--- src/design/fdpc_pkg.sv ---
// Shared types, constants and membership tables for the fuzzy distance PWM controller.
package fdpc_pkg;

  localparam int FRAC_BITS = 16;
  localparam int MW        = FRAC_BITS + 1;
  localparam int TAB_BITS  = 24;
  localparam int SHIFT     = TAB_BITS - FRAC_BITS;
  localparam int TAB_N     = 23;

  typedef logic [MW-1:0] memb_t;
  typedef memb_t memb_tab_t [TAB_N];

  localparam memb_t ONE = memb_t'(1) << FRAC_BITS;

  localparam logic [12:0] DIV_NUMER = 13'd6050;
  localparam logic [6:0]  DIST_MIN  = 7'd10;
  localparam logic [6:0]  DIST_MAX  = 7'd80;

  localparam logic [23:0] EXP_TENTH [9] = '{
    24'd15180653, 24'd13736023, 24'd11246104, 24'd7538489, 24'd3387261,
    24'd683876, 24'd27876, 24'd46, 24'd0
  };
  localparam logic [23:0] EXP_FACT [9] = '{
    24'd15943031, 24'd15150322, 24'd13681188, 24'd11156494, 24'd7418833,
    24'd3280585, 24'd641479, 24'd24527, 24'd36
  };

  function automatic memb_tab_t build_tab(input logic sel);
    memb_tab_t t;
    longint unsigned r;
    int unsigned s;
    for (int m = 0; m < TAB_N; m++) begin
      s = m * m;
      r = longint'(1) << TAB_BITS;
      for (int i = 0; i < 9; i++) begin
        if (s[i]) begin
          r = (r * (sel ? EXP_FACT[i] : EXP_TENTH[i]) + (longint'(1) << (TAB_BITS - 1)))
              >> TAB_BITS;
        end
      end
      if (SHIFT > 0) r = (r + (longint'(1) << (SHIFT - 1))) >> SHIFT;
      t[m] = memb_t'(r);
    end
    return t;
  endfunction

  localparam memb_tab_t BELL_TAB = build_tab(1'b0);
  localparam memb_tab_t FACT_TAB = build_tab(1'b1);

  function automatic memb_t bell(input logic [7:0] mag);
    return (mag < 8'(TAB_N)) ? BELL_TAB[mag[4:0]] : '0;
  endfunction

  function automatic memb_t fact_of(input logic [7:0] mag);
    return (mag < 8'(TAB_N)) ? FACT_TAB[mag[4:0]] : '0;
  endfunction

  typedef struct packed {
    logic [6:0] dist_cm;
    logic       zero;
    memb_t      a1;
    memb_t      a2;
    memb_t      a3;
    memb_t      neg;
    memb_t      cen;
    memb_t      pos;
    memb_t      fact;
  } mid_t;

  typedef enum logic [1:0] {F_IDLE, F_DIV, F_PUSH} front_state_t;
  typedef enum logic [2:0] {B_IDLE, B_ACC, B_PREP, B_DIV, B_OUT} back_state_t;

  typedef enum logic [1:0] {
    REG_SETPOINT = 2'd0, REG_CLOW = 2'd1, REG_CMID = 2'd2, REG_CHIGH = 2'd3
  } reg_idx_t;

endpackage

--- src/design/fdpc_front.sv ---
// Front end: reading to distance divider and membership grading.
module fdpc_front (
  input  logic              clk,
  input  logic              rst,
  input  logic              push,
  output logic              full,
  input  logic [7:0]        adc_high,
  input  logic [7:0]        adc_low,
  input  logic [6:0]        setpoint_cm,
  output logic              mid_push,
  input  logic              mid_full,
  output fdpc_pkg::mid_t    mid_item
);

  fdpc_pkg::front_state_t state, state_next;
  logic [15:0] rdg;
  logic [16:0] rem;
  logic [12:0] quo;
  logic [3:0]  cnt;
  logic [6:0]  dist_cm;
  logic        zero;

  logic [15:0] reading;
  logic [16:0] rem_sh;
  logic        ge;
  logic [12:0] quo_new;
  logic [12:0] qm;
  logic [6:0]  dist_new;

  assign reading = {adc_high, adc_low};
  assign rem_sh  = {rem[15:0], quo[12]};
  assign ge      = rem_sh >= {1'b0, rdg};
  assign quo_new = {quo[11:0], ge};
  assign qm      = (quo_new >= 13'd2) ? quo_new - 13'd2 : quo_new;
  assign dist_new = (qm < 13'(fdpc_pkg::DIST_MIN)) ? fdpc_pkg::DIST_MIN :
                    (qm > 13'(fdpc_pkg::DIST_MAX)) ? fdpc_pkg::DIST_MAX : qm[6:0];

  always_comb begin
    state_next = state;
    case (state)
      fdpc_pkg::F_IDLE: if (push) state_next = (reading == '0) ? fdpc_pkg::F_PUSH
                                                                : fdpc_pkg::F_DIV;
      fdpc_pkg::F_DIV:  if (cnt == '0) state_next = fdpc_pkg::F_PUSH;
      fdpc_pkg::F_PUSH: if (!mid_full) state_next = fdpc_pkg::F_IDLE;
      default:          state_next = fdpc_pkg::F_IDLE;
    endcase
  end

  always_comb begin
    full     = (state != fdpc_pkg::F_IDLE);
    mid_push = (state == fdpc_pkg::F_PUSH) && !mid_full;
  end

  always_ff @(posedge clk) begin
    if (rst) state <= fdpc_pkg::F_IDLE;
    else state <= state_next;
  end

  always_ff @(posedge clk) begin
    case (state)
      fdpc_pkg::F_IDLE: begin
        if (push) begin
          rdg     <= reading;
          rem     <= '0;
          quo     <= fdpc_pkg::DIV_NUMER;
          cnt     <= 4'd12;
          zero    <= (reading == '0);
          dist_cm <= fdpc_pkg::DIST_MAX;
        end
      end
      fdpc_pkg::F_DIV: begin
        rem <= ge ? rem_sh - {1'b0, rdg} : rem_sh;
        quo <= quo_new;
        cnt <= cnt - 4'd1;
        if (cnt == '0) dist_cm <= dist_new;
      end
      default: ;
    endcase
  end

  // membership grades from the registered distance
  logic signed [8:0] e;
  logic [7:0] d8;
  logic [7:0] dmag20;
  logic [7:0] emag;

  always_comb begin
    d8     = {1'b0, dist_cm};
    e      = $signed({2'b0, setpoint_cm}) - $signed({2'b0, dist_cm});
    dmag20 = (d8 >= 8'd20) ? d8 - 8'd20 : 8'd20 - d8;
    emag   = e[8] ? 8'(-e) : e[7:0];
    mid_item.dist_cm = dist_cm;
    mid_item.zero = zero;
    mid_item.a1   = (d8 < 8'd18) ? fdpc_pkg::ONE - fdpc_pkg::bell(8'd18 - d8) : '0;
    mid_item.a2   = fdpc_pkg::bell(dmag20);
    mid_item.a3   = (d8 > 8'd22) ? fdpc_pkg::ONE - fdpc_pkg::bell(d8 - 8'd22) : '0;
    mid_item.neg  = (e < -9'sd2) ? fdpc_pkg::ONE - fdpc_pkg::bell(emag - 8'd2) : '0;
    mid_item.cen  = fdpc_pkg::bell(emag);
    mid_item.pos  = (e > 9'sd2) ? fdpc_pkg::ONE - fdpc_pkg::bell(emag - 8'd2) : '0;
    mid_item.fact = fdpc_pkg::fact_of(dmag20);
  end

endmodule

--- src/design/fdpc_queue.sv ---
// Two-entry queue between the front and back ends.
module fdpc_queue (
  input  logic           clk,
  input  logic           rst,
  input  logic           push,
  output logic           full,
  input  fdpc_pkg::mid_t wdata,
  input  logic           pop,
  output logic           empty,
  output fdpc_pkg::mid_t rdata
);

  fdpc_pkg::mid_t mem [2];
  logic       wptr, rptr;
  logic [1:0] count;

  assign full  = (count == 2'd2);
  assign empty = (count == 2'd0);
  assign rdata = mem[rptr];

  always_ff @(posedge clk) begin
    if (push && !full) mem[wptr] <= wdata;
  end

  always_ff @(posedge clk) begin
    if (rst) begin
      wptr  <= 1'b0;
      rptr  <= 1'b0;
      count <= '0;
    end else begin
      if (push && !full) wptr <= !wptr;
      if (pop && !empty) rptr <= !rptr;
      count <= count + 2'((push && !full)) - 2'((pop && !empty));
    end
  end

endmodule

--- src/design/fdpc_back.sv ---
// Back end: rule clipping, weighted sum and defuzzifying divide.
module fdpc_back (
  input  logic           clk,
  input  logic           rst,
  input  logic           q_empty,
  output logic           q_pop,
  input  fdpc_pkg::mid_t q_item,
  input  logic [8:0]     centre_low,
  input  logic [8:0]     centre_mid,
  input  logic [8:0]     centre_high,
  input  logic           pop,
  output logic           empty,
  output logic [7:0]     duty,
  output logic [6:0]     distance_cm,
  output logic           zero_reading
);

  fdpc_pkg::back_state_t state, state_next;
  fdpc_pkg::memb_t w [7];
  fdpc_pkg::memb_t w_new [7];
  logic [2:0]  cnt;
  logic [27:0] num;
  logic [18:0] den;
  logic [27:0] rem;
  logic [27:0] dsh;
  logic [8:0]  q;
  logic [3:0]  dcnt;
  logic [6:0]  dist_cm;
  logic        zero;
  logic        out_valid;
  logic [8:0]  centre;
  logic        ge;

  function automatic fdpc_pkg::memb_t mn(input fdpc_pkg::memb_t a, input fdpc_pkg::memb_t b);
    return (a < b) ? a : b;
  endfunction

  always_comb begin
    w_new[0] = mn(mn(q_item.a1, q_item.cen), q_item.fact);
    w_new[1] = mn(mn(q_item.a1, q_item.pos), q_item.fact);
    w_new[2] = mn(mn(q_item.a2, q_item.neg), q_item.fact);
    w_new[3] = mn(mn(q_item.a2, q_item.cen), q_item.fact);
    w_new[4] = mn(mn(q_item.a2, q_item.pos), q_item.fact);
    w_new[5] = mn(mn(q_item.a3, q_item.neg), q_item.fact);
    w_new[6] = mn(mn(q_item.a3, q_item.cen), q_item.fact);
  end

  always_comb begin
    case (cnt)
      3'd0, 3'd1:       centre = centre_low;
      3'd2, 3'd3, 3'd4: centre = centre_mid;
      default:          centre = centre_high;
    endcase
  end

  assign ge = rem >= dsh;

  always_comb begin
    state_next = state;
    case (state)
      fdpc_pkg::B_IDLE: if (!q_empty) state_next = fdpc_pkg::B_ACC;
      fdpc_pkg::B_ACC:  if (cnt == 3'd6) state_next = fdpc_pkg::B_PREP;
      fdpc_pkg::B_PREP: state_next = fdpc_pkg::B_DIV;
      fdpc_pkg::B_DIV:  if (dcnt == '0) state_next = fdpc_pkg::B_OUT;
      fdpc_pkg::B_OUT:  if (!out_valid) state_next = fdpc_pkg::B_IDLE;
      default:          state_next = fdpc_pkg::B_IDLE;
    endcase
  end

  always_comb begin
    q_pop = (state == fdpc_pkg::B_IDLE) && !q_empty;
    empty = !out_valid;
  end

  always_ff @(posedge clk) begin
    if (rst) begin
      state     <= fdpc_pkg::B_IDLE;
      out_valid <= 1'b0;
    end else begin
      state <= state_next;
      if (state == fdpc_pkg::B_OUT && !out_valid) out_valid <= 1'b1;
      else if (pop && out_valid) out_valid <= 1'b0;
    end
  end

  always_ff @(posedge clk) begin
    case (state)
      fdpc_pkg::B_IDLE: begin
        if (!q_empty) begin
          w       <= w_new;
          dist_cm <= q_item.dist_cm;
          zero    <= q_item.zero;
          cnt     <= '0;
          num     <= '0;
          den     <= '0;
        end
      end
      fdpc_pkg::B_ACC: begin
        num <= num + 28'(w[cnt] * centre);
        den <= den + 19'(w[cnt]);
        cnt <= cnt + 3'd1;
      end
      fdpc_pkg::B_PREP: begin
        rem  <= num;
        dsh  <= {1'b0, den, 8'b0};
        q    <= '0;
        dcnt <= 4'd8;
      end
      fdpc_pkg::B_DIV: begin
        if (ge) rem <= rem - dsh;
        q    <= {q[7:0], ge};
        dsh  <= dsh >> 1;
        dcnt <= dcnt - 4'd1;
      end
      fdpc_pkg::B_OUT: begin
        if (!out_valid) begin
          duty         <= (den == '0) ? 8'd0 : (q > 9'd255) ? 8'd255 : q[7:0];
          distance_cm  <= dist_cm;
          zero_reading <= zero;
        end
      end
      default: ;
    endcase
  end

endmodule

--- src/design/fuzzy_distance_pwm_controller.sv ---
// Top level of the fuzzy distance PWM controller: registers, front, queue and back.
//
//  channel   handshake           payload
//  input     push / full         adc_high, adc_low
//  result    pop / empty         duty, distance_cm, zero_reading
//  config    wr_en               wr_index, wr_data
//
// Front end divides each reading in a 13-step restoring divider; a zero reading skips it.
// Back end runs 7 multiply-accumulate steps, then 9 divide steps, for each item.
// Sustained throughput is set by the back end; neither end takes a new item while busy.
// A two-entry queue parts the two ends; a waiting result stalls the back end.
// Reset is synchronous; it clears control state and sets config registers to defaults.
module fuzzy_distance_pwm_controller (
  input  logic       clk,
  input  logic       rst,
  input  logic       push,
  output logic       full,
  input  logic [7:0] adc_high,
  input  logic [7:0] adc_low,
  input  logic       pop,
  output logic       empty,
  output logic [7:0] duty,
  output logic [6:0] distance_cm,
  output logic       zero_reading,
  input  logic       wr_en,
  input  logic [1:0] wr_index,
  input  logic [8:0] wr_data
);

  logic [6:0] setpoint_cm;
  logic [8:0] centre_low, centre_mid, centre_high;

  always_ff @(posedge clk) begin
    if (rst) begin
      setpoint_cm <= 7'd19;
      centre_low  <= 9'd245;
      centre_mid  <= 9'd252;
      centre_high <= 9'd256;
    end else if (wr_en) begin
      case (fdpc_pkg::reg_idx_t'(wr_index))
        fdpc_pkg::REG_SETPOINT: setpoint_cm <= wr_data[6:0];
        fdpc_pkg::REG_CLOW:     centre_low  <= wr_data;
        fdpc_pkg::REG_CMID:     centre_mid  <= wr_data;
        fdpc_pkg::REG_CHIGH:    centre_high <= wr_data;
        default: ;
      endcase
    end
  end

  fdpc_pkg::mid_t mid_in, mid_out;
  logic mid_push, mid_full, mid_pop, mid_empty;

  fdpc_front u_front (
    .clk, .rst, .push, .full, .adc_high, .adc_low, .setpoint_cm,
    .mid_push, .mid_full, .mid_item(mid_in)
  );

  fdpc_queue u_queue (
    .clk, .rst, .push(mid_push), .full(mid_full), .wdata(mid_in),
    .pop(mid_pop), .empty(mid_empty), .rdata(mid_out)
  );

  fdpc_back u_back (
    .clk, .rst, .q_empty(mid_empty), .q_pop(mid_pop), .q_item(mid_out),
    .centre_low, .centre_mid, .centre_high,
    .pop, .empty, .duty, .distance_cm, .zero_reading
  );

  a_dist_range: assert property (@(posedge clk) disable iff (rst)
    !empty |-> (distance_cm >= 7'd10 && distance_cm <= 7'd80))
    else $error("distance out of range");

  a_zero_dist: assert property (@(posedge clk) disable iff (rst)
    (!empty && zero_reading) |-> distance_cm == 7'd80)
    else $error("zero reading without saturated distance");

  a_hold: assert property (@(posedge clk) disable iff (rst)
    (!empty && !pop) |=> !empty)
    else $error("result dropped before pop");

  a_queue_flow: assert property (@(posedge clk) disable iff (rst)
    (mid_full && !mid_pop) |=> mid_full)
    else $error("queue lost an entry");

endmodule

--- config.mk ---
export PLATFORM = sky130hd
export DESIGN_NAME = fuzzy_distance_pwm_controller
export DESIGN_NICKNAME = d
export VERILOG_FILES = /design/src/design/fdpc_pkg.sv /design/src/design/fdpc_front.sv /design/src/design/fdpc_queue.sv /design/src/design/fdpc_back.sv /design/src/design/fuzzy_distance_pwm_controller.sv
export SDC_FILE = /design/constraint.sdc
export NUM_CORES = 2
export LEC_CHECK = 0
export BUFFER_PORTS_ARGS = -buffer_cell sky130_fd_sc_hd__buf_2
export CORE_MARGIN = 1.5
export CORE_UTILIZATION = 61
export DETAILED_ROUTE_END_ITERATION = 12
export GPL_TIMING_DRIVEN = 0
export PLACE_DENSITY = 0.86
export RECOVER_POWER = 25
export SLEW_MARGIN = 40
export SYNTH_ARGS = -nofsm -noshare
export SYNTH_HDL_FRONTEND = slang
export SYNTH_SLANG_ARGS = --single-unit
--- constraint.sdc ---
create_clock -name clk -period 31.5 [get_ports clk]
set_input_delay 4.725 -clock clk [delete_from_list [all_inputs] [get_ports clk]]
set_output_delay 4.725 -clock clk [all_outputs]
set_load 0.01 [all_outputs]
==> results.md <==
- Measured on the finished design, the core utilization comes to 0.6819.
- The netlist area before placement is 44,200 um2.
- The maximum count of clock buffers along a single path is 3.
- The number of port buffers is 47.
- The height of the die is 272.2 um.
- The critical path class is flip-flop to flip-flop.
- On the worst path, the slowest cell contributes a delay of between 700 and 800 ps.
- The number of pins exceeding their max-slew limit in the final report was between 100 and 150.
- The detailed router placed 34,966 vias in this run.
- The source of the worst hold timing path is u_back.dist_cm[2]$_DFFE_PP_.
- The number of different library cells in the post-synthesis netlist is 96.
- After floorplanning, the core was divided into 98 placement rows.
- The number of synthesized register bits is 615.
- The later pin in the worst-skew pair is clocked with a latency of approximately 630 ps.
- The measured slew at the worst slew-check pin is approximately 2600 ps.
- The kind of end point of the critical path is a flip-flop.
- For this run, the total global-route usage over all layers was measured as 0.3427.
- After detailed routing, the number of remaining DRC violations is 0.
- Buffers inserted during clock tree synthesis total 69.
- Sorting the synthesized cells by area gives the leading types as sky130_fd_sc_hd__edfxtp_1 (39%), sky130_fd_sc_hd__ha_1 (11%), sky130_fd_sc_hd__mux2i_1 (6.1%).
- Setup repair after global routing left no endpoint under its margin.
- The starting density of the core is 0.6173.
- The die covers 74,090 um2.
- The clock transition at the register clock pins on the worst setup and hold paths after CTS is 70 ps.
- The data arrival at the endpoint of the critical path is 10,430 ps.
- The top cell types in the final layout, fill and taps aside, are sky130_fd_sc_hd__edfxtp_1 (570), sky130_fd_sc_hd__inv_1 (437), sky130_fd_sc_hd__nor2_1 (413), sky130_fd_sc_hd__ha_1 (402), sky130_fd_sc_hd__nand2_1 (325).
- The library cell used most frequently in the layout, excluding fill and tap cells, is sky130_fd_sc_hd__edfxtp_1.
- The peak clock frequency supported by timing is about 100 MHz.
- Clock skew on the completed layout was measured at 26.97 ps.
- The gate count of the mapped netlist is approximately 4,300.
- The synthesized net count is 4,858.
- The main flop type after synthesis is sky130_fd_sc_hd__edfxtp_1.
- TritonCTS built the clock tree.
- The congestion estimate from routability-driven global placement came to 1.035.
- The placed wire-length estimate after detailed placement is roughly 97,000 um.
- The tool flagged a number of max-cap violations equal to 5.
- The remaining global-route overflow is 0.
- In this run the critical register-to-register path is launched from u_back.cnt[1]$_SDFFCE_PN0P_.
- The via-per-instance ratio is between 6 and 7.
- The setup check on the worst reg-to-reg path leaves a slack of roughly 22,000 ps.
- The number of antenna violations at the first check in global routing is 4.
- The flow ran to the end, but the final reports show violations.
- The endpoint identified for the worst register-to-register timing path is u_back.num[27]$_SDFFCE_PN0P_.
- The total area inside the core boundary comes to 71,610 um2.
- The number of enable-type register cells in the synthesized netlist is 570.
- The mean cell area of the mapped netlist is roughly 10 um2.
- The net count of the finished layout is between 5,000 and 6,000.
- The tree built by TritonCTS fans out to 615 sinks.
- The first detailed-routing pass took 8 iterations.
- At the worst endpoint, the required time is 31,990 ps.
- The post-placement cell count is 5,351.
- The number of antenna-violating nets in the routed design is 0.
- The ratio of cells with drive above 1 in the final layout is 0.09392.
- The average wire per standard cell is 23.23 um.
- The checks that failed: max-capacitance violations, max-slew violations.
- The first routing iteration left 3,719 violations.
- STA classifies the critical path startpoint as a flip-flop.
- The largest area contributor in the synthesized netlist is sky130_fd_sc_hd__edfxtp_1.
- The family with the most delay on the worst path is adder cells.
- The worst path needs 9936 ps of the cycle, external delays included.
- The number of endpoints failing setup at the final stage is 0.
- The count of hold buffers inserted by post-cts repair is 0.
- The number of cells on the worst reg-to-reg path is 29.
- The worst pin sits at a relative slew slack of -0.7587.
- During synthesis, Yosys emitted a total of 0 warnings.
- Together, buffers and inverters on the worst path number 9.
- Of all nets on the critical path, the largest fanout is 10.
- The worst setup path startpoint is u_back.cnt[1]$_SDFFCE_PN0P_.
- The async set or reset register ratio after synthesis is 0.
- The worst hold path cell count is 0.
- The worst hold path class is flip-flop to flip-flop.
- The routed design has 127,300 um of wire.
- The first-pass GRT wire length is 195,700 um.
- The tree is rooted in a sky130_fd_sc_hd__clkbuf_16.
- In this run, post-CTS repair resized a total of 0 instances.
- After routing, the total negative slack on setup checks comes to 0 ps.
- The worst-path cell with the longest stage delay is sky130_fd_sc_hd__clkbuf_1.
- The via count of the first global-routing pass came to 34,524.
- The maximum level of the CTS H-tree is 3.
- The layout-stage area growth over the synthesis result is 10.47%.
- The maximum number of pins on one net before global-route repair is 38.
- The share of the synthesized area in the top cell type is 0.3872.
- The path with the worst hold slack has its endpoint at u_back.distance_cm[2]$_DFFE_PP_.
- The count of endpoints failing hold in the final timing report came to 0.
- The buffer count from post-CTS setup fixing is 0.
- Dividing the final minimum period by the clock period gives 0.3154.
- The top-level I/O count is 50.
- The proportion of synthesized chip area in sequential cells is 0.4076.
- The die is 272.2 um wide.
- The final non-filler cell total is approximately 5,500.
- The cell repeated most along the worst path is sky130_fd_sc_hd__inv_1.
per-stage QoR:
| stage | area (um2) | worst slack, ps | hold WS (ps) |
|---|---|---|---|
| 2_1_floorplan | 44200 | 16390 | 400.3 |
| 3_3_place_gp | 45630 | 10310 | 404.1 |
| 3_5_place_dp | 46670 | 21900 | 407.9 |
| 4_1_cts | 48870 | 21770 | 419.5 |
| 5_1_grt | 48830 | 21260 | 423.6 |
| 6_report | 48830 | 21560 | 417.8 |
layer usage:
layer  part of all wire  track usage
met4              0.058       0.1797
met2               0.46       0.5502
met3              0.094      0.06004
met1               0.39       0.4460
met5                  0            0
Yosys cell counts (27+ instances only):
library cell,count
sky130_fd_sc_hd__clkbuf_1,103
sky130_fd_sc_hd__xnor2_1,59
sky130_fd_sc_hd__mux2_2,80
sky130_fd_sc_hd__nor2_1,415
sky130_fd_sc_hd__and3_1,37
sky130_fd_sc_hd__inv_1,437
sky130_fd_sc_hd__nand4_1,49
sky130_fd_sc_hd__a211oi_1,36
sky130_fd_sc_hd__mux2i_1,270
sky130_fd_sc_hd__o21a_1,27
sky130_fd_sc_hd__dfxtp_1,45
sky130_fd_sc_hd__xor2_1,50
sky130_fd_sc_hd__nand2_1,325
sky130_fd_sc_hd__a21oi_1,255
sky130_fd_sc_hd__fa_1,132
sky130_fd_sc_hd__nor3_1,70
sky130_fd_sc_hd__nand3_1,46
sky130_fd_sc_hd__nor2b_1,58
sky130_fd_sc_hd__ha_1,402
sky130_fd_sc_hd__o21ai_0,185
sky130_fd_sc_hd__edfxtp_1,570
sky130_fd_sc_hd__nand2b_1,78
sky130_fd_sc_hd__a21o_1,148
worst max-delay path by stage:
stage,cells past startpoint,end,slack [ps]
floorplan,3,u_back.cnt[0]$_SDFFCE_PN0P_,16390
global route,29,u_back.num[25]$_SDFFCE_PN0P_,21260
CTS,29,u_back.num[27]$_SDFFCE_PN0P_,21770
global placement,3,u_back.num[7]$_SDFFCE_PN0P_,10310
finish,29,u_back.num[27]$_SDFFCE_PN0P_,21560
detailed placement,28,u_back.num[27]$_SDFFCE_PN0P_,21900
layout make-up:
cell class	count	area [um2]
clock buffers	86	1851
plain buffers	145	585.6
flip-flops and latches	615	18020
inverters	443	1663
clock inverters	38	357.8
fillers	5211	22780
diodes	4	10.01
repair buffers	109	824.5
multi-input cells	3089	24330
well taps	950	1189
logic make-up after synthesis:
kind of cell               after synthesis  synth area share
AOI/OAI and AO/OA                      843            0.1220
xor gates and xnor gates               111           0.02233
adders and majority gates              535            0.1738
and+or+nand+nor                       1229            0.1316
muxes                                  371           0.09205
buffers and inverters                  588           0.05058
DFF                                    615            0.4076
sequential cells by signal, indices dropped and copies added, names as in the netlist, 3 cells and up, named ones only:
name                flops
centre_high             9
centre_low              9
centre_mid              9
setpoint_cm             7
u_back.cnt              3
u_back.dcnt             4
u_back.den             19
u_back.dist_cm          7
u_back.distance_cm      7
u_back.dsh             27
u_back.duty             8
u_back.num             28
u_back.q                9
u_back.rem             28
u_back.state            3
u_back.w              119
u_front.cnt             4
u_front.dist_cm         7
u_front.quo            13
u_front.rdg            16
u_front.rem            16
u_queue.mem           252
Power is not shown: default switching activity piles up to over one toggle a cycle in this logic, so the estimate is an artifact.
